`config.mk`:
```
export PLATFORM = sky130hd
export DESIGN_NAME = vglm_ram
export DESIGN_NICKNAME = d
export VERILOG_FILES = /design/src/rtl/vglm_ram.sv
export SDC_FILE = /design/constraint.sdc
export NUM_CORES = 2
export LEC_CHECK = 0
export BUFFER_PORTS_ARGS = -buffer_cell sky130_fd_sc_hd__buf_2
export CAP_MARGIN = 20
export CELL_PAD_IN_SITES_DETAIL_PLACEMENT = 0
export CELL_PAD_IN_SITES_GLOBAL_PLACEMENT = 2
export CORE_MARGIN = 3
export CORE_UTILIZATION = 55
export CTS_CLUSTER_DIAMETER = 200
export DETAILED_ROUTE_END_ITERATION = 7
export PLACE_DENSITY_LB_ADDON = 0.3
export SYNTH_ARGS = -nofsm -noshare
export SYNTH_HDL_FRONTEND = slang
export SYNTH_SLANG_ARGS = --single-unit
```
`constraint.sdc`:
```
create_clock -name clk -period 6.1 [get_ports clk]
set_clock_uncertainty 0.1 [all_clocks]
set_input_delay 1.22 -clock clk [delete_from_list [all_inputs] [get_ports clk]]
set_output_delay 1.22 -clock clk [all_outputs]
set_load 0.005 [all_outputs]
```
`src/rtl/vglm_ram.sv`:
```
// ----------------------------------------------------------------------------
// vglm_ram
// Generic single write port, single read port RAM with registered read.
// ----------------------------------------------------------------------------
module vglm_ram #(
    parameter int WIDTH = 16,
    parameter int DEPTH = 256,
    localparam int AW   = (DEPTH > 1) ? $clog2(DEPTH) : 1
) (
    input  logic             clk,
    input  logic             we,
    input  logic [AW-1:0]    waddr,
    input  logic [WIDTH-1:0] wdata,
    input  logic [AW-1:0]    raddr,
    output logic [WIDTH-1:0] rdata
);

    logic [WIDTH-1:0] mem [DEPTH];

    always_ff @(posedge clk)
    begin
        if (we)
        begin
            mem[waddr] <= wdata;
        end
        rdata <= mem[raddr];
    end

endmodule

```
-- Word level (Yosys, flattened, before mapping)
Memory sizes are Yosys's and may differ from the RTL's. A register that Yosys moved wholly into a read port is not among the register bits.
Index checks and enable logic that the tools add are counted.
- register bits after elaboration: 0
- memory bits (writable): 4096
- output and inout port bits: 16
- word-level logic and storage cells: 3
- memories kept: 1
- mux-type cells: 2
- memory list (name ; depth ; bits a word ; read ports ; clocked after memory_dff ; write ports ; line ; RTL):
    mem ; 256 ; 16 ; 1 ; 1 ; 1 ; 18 ; logic [WIDTH-1:0] mem [DEPTH];
- operators by type and width (kind ; number):
    1-bit two-way mux ; 2

-- Longest topological paths before layout
- depth after elaboration: 2
- depth in mapped cells: 12
- depth with buffers taken out: 6

-- Worst setup path after synthesis
Ideal clock, no wire load.
- path type: input port to flip-flop
- from: input waddr[3]
- to: memory mem[235][0] (enable)
- arrival: 2.997 ns
- data required time: 5.612 ns
- setup slack: 2.615 ns
- stages on the path: 6
- path buffers: 3
- cells stage by stage: clkbuf_1 nor2b_1 clkbuf_1 nand4_1 clkbuf_1 nor2_1
- RTL lines (item ; line ; RTL):
    from (decl) ; 12 ; input logic [AW-1:0] waddr,
    to (decl) ; 18 ;
Straight into the memory's write port.

==> impl_metrics.ini <==
[grt]
grt_remaining_overflow = 0
grt_max_degree = 150
grt_pass1_wl_mm = 600.7
track_usage_pct = 28.73
grt_pass1_vias = 78990
antenna_found_initial = 29

[setup_path]
slowest_delay_ps = 1000
ff2ff_path_depth = 7
cp-start-kind = primary input
arrival_ps = 5520
crit_type = primary input to register
crit_family = buffers and inverters
required_ps = 6810
crit_path_end_kind = register
crit_top_cell = buf_4
path_cells = buf_8, buf_12, buf_4, mux4_2, mux2_2, a22oi_1, nand2_1, o32ai_1, buf_4, nor4_1
slowest_stage = o32ai_1
cp.depth = 10
crit_buf_inv = 4
cp_max_fo = 66

[synthesis]
avgSynthCellArea_um2 = 21.56
yosysMostFrequentCell = edfxtp_1
synth_area_um2 = 158700
synthFlopType = edfxtp_1
yosysTopAreaCell = edfxtp_1
async_flop_share_pct = 0
synth_cell_types = 52
synth_cells = 7360
synth_enable_flop_cells = 4096
synthTopCellsByArea = edfxtp_1 (77%), mux4_2 (11%), mux2i_1 (3.6%), o221ai_1 (1.4%), nor2_1 (0.72%)
synthesis.nets = 7394
synth_top_area_share_pct = 77.50
ys_ff_latch = 4112
yosys-top-cells-count = edfxtp_1 (4,096), mux4_2 (797), mux2i_1 (565)
ys_warn_count = 0
ys_seq_area_share_pct = 77.70

[drt]
drt_iter0_drc = 11029
antenna_left = 0
drt_first_pass_iters = 6
drc = 0
detailroute.via_count = 80060
drt-wirelength-per-cell_um = 35.29
avgViaCountPerCell = 6.678
drt_wl_total_mm = 423.1

[min_path]
holdPathStages = 1
hold_path.class = primary input to register

[floorplan]
fp.dieArea_um2 = 295100
num_rows = 196
pin_count = 50
core_area_um2 = 286200
die_h_um = 543.2
die_x_um = 543.2
start_util_pct = 55.46

[cells_and_area]
final_util_pct = 62.66
nets = 7920
layout.cells.non_filler = 11988
drive_gt1_share_pct = 25.66
area_growth_pct = 12.99
fin_area_um2 = 179300

[power_and_ir_drop]
p_leak_nw = 57.13
power_density_nw_per_um2 = 327.0
ir_worst_vdd_v = 0.0002521

[clock_network]
htreeDepth = 5
cts.sinks = 4112
clk_pin_slew_ps = 60
numCtsBuffers = 407
cts_tree = yes
clk_latency_ps = 970
cts.root.buffer_cell = clkbuf_16
ctsHoldBuffers = 0
postCtsSetupBuffers = 0
post_cts_resized = 0
clock_path_buffers = 4

[sta]
finalHoldViolCount = 0
rsz0062_at_grt = false
fmax_mhz = 207.9
fin_crit_sh_pct = 78.85
setup_tns_ps = 0
min_period_ps = 4810
worst_pin_slew_ps = 1319
setup_viol = 0
fin_ws_ps = 1290
slew_headroom_pct = 12.07
slew_violations = 0

[job]
maxCapViolations = 0

[status]
outcome = completed

[place]
place_congestion = 0.8691
place_hpwl_mm = 254.5
numPlacedInstances = 11225
place_ws_ps = 508.4
dpl-instance-area_um2 = 166100
port_buffers = 49
cell families after synthesis:
| logic type | Yosys count | share of synthesized area (%) |
|---|---|---|
| compound gates | 786 | 3.537 |
| simple gates | 556 | 1.574 |
| mux | 1450 | 15.50 |
| buf+inv | 456 | 1.693 |
| flops | 4112 | 77.70 |
sequential cells by signal, indices dropped and copies added, names as in the netlist:
name and count:
mem 4096, rdata 16
worst register-to-register path: stages (launching register included):
cell      delay [ps]
edfxtp_1         360
mux4_2           460
mux2_2           290
a22oi_1          450
nand2_1          340
o32ai_1         1010
buf_4            280
nor4_1            60
stage by stage:
| stage | total power [mW] | hold WS [ps] |
|---|---|---|
| 4_1_cts | 58.91 | 488.4 |
| 2_1_floorplan | 33.30 | 753.8 |
| 5_1_grt | 60.15 | 508.6 |
| 3_5_place_dp | 34.74 | 917.2 |
| 3_3_place_gp | 34.68 | 937.8 |
| 6_report | 58.63 | 550.1 |
final cells by class:
| type | instances | area (um2) |
|---|---|---|
| Sequential cell | 4112 | 123300 |
| Fill cell | 19269 | 106900 |
| Clock inverter | 245 | 2380 |
| Inverter | 4 | 27.53 |
| Multi-Input combinational cell | 2792 | 32970 |
| Antenna cell | 14 | 35.03 |
| Clock buffer | 490 | 10590 |
| Timing Repair Buffer | 569 | 5301 |
| Tap cell | 3762 | 4707 |
final timing paths:
check	start	slack, ps	to
worst min-delay path	wdata[12]	550	mem[228][12]$_DFFE_PP_
worst max register to register	mem[11][15]$_DFFE_PP_	2610	rdata[15]$_DFF_P_
worst max-delay path	raddr[1]	1290	rdata[15]$_DFF_P_
worst min register to register	mem[250][2]$_DFFE_PP_	920	rdata[2]$_DFF_P_
per-layer routing:
layer  track usage, %  share of wire, %  vias up
met5           0.6006             0.071        -
met4            9.126               3.3       10
met3            6.435                10      658
met2            43.94                47     4372
met1            41.78                39    42645
li1                 -                 -    32375
cell usage in the layout, fill, tap and decap left out, types with 26 or more instances in the layout:
| cell type | n |
|---|---|
| o22ai_1 | 148 |
| nand2_1 | 38 |
| buf_12 | 52 |
| clkbuf_16 | 411 |
| buf_8 | 41 |
| mux4_2 | 797 |
| clkinv_1 | 97 |
| a221oi_1 | 28 |
| bufinv_16 | 36 |
| nor2_1 | 238 |
| clkbuf_1 | 78 |
| nand3_1 | 26 |
| nor3_1 | 90 |
| nand4_1 | 26 |
| edfxtp_1 | 4096 |
| buf_4 | 435 |
| buf_2 | 28 |
| a22oi_1 | 43 |
| o21ai_0 | 36 |
| mux2_2 | 88 |
| nor2_2 | 65 |
| a21oi_1 | 175 |
| o221ai_1 | 252 |
| mux2i_1 | 565 |
| clkinv_2 | 71 |
| a22o_1 | 32 |
power breakdown:
group	total [mW]	internal (mW)	leakage [nW]	switching, mW
logic	2.94	1.01	13.9	1.94
clock network	24.5	13.9	6.31	10.6
registers	31.2	31.2	36.9	0.0499
Power figures use the tool's default switching activity.
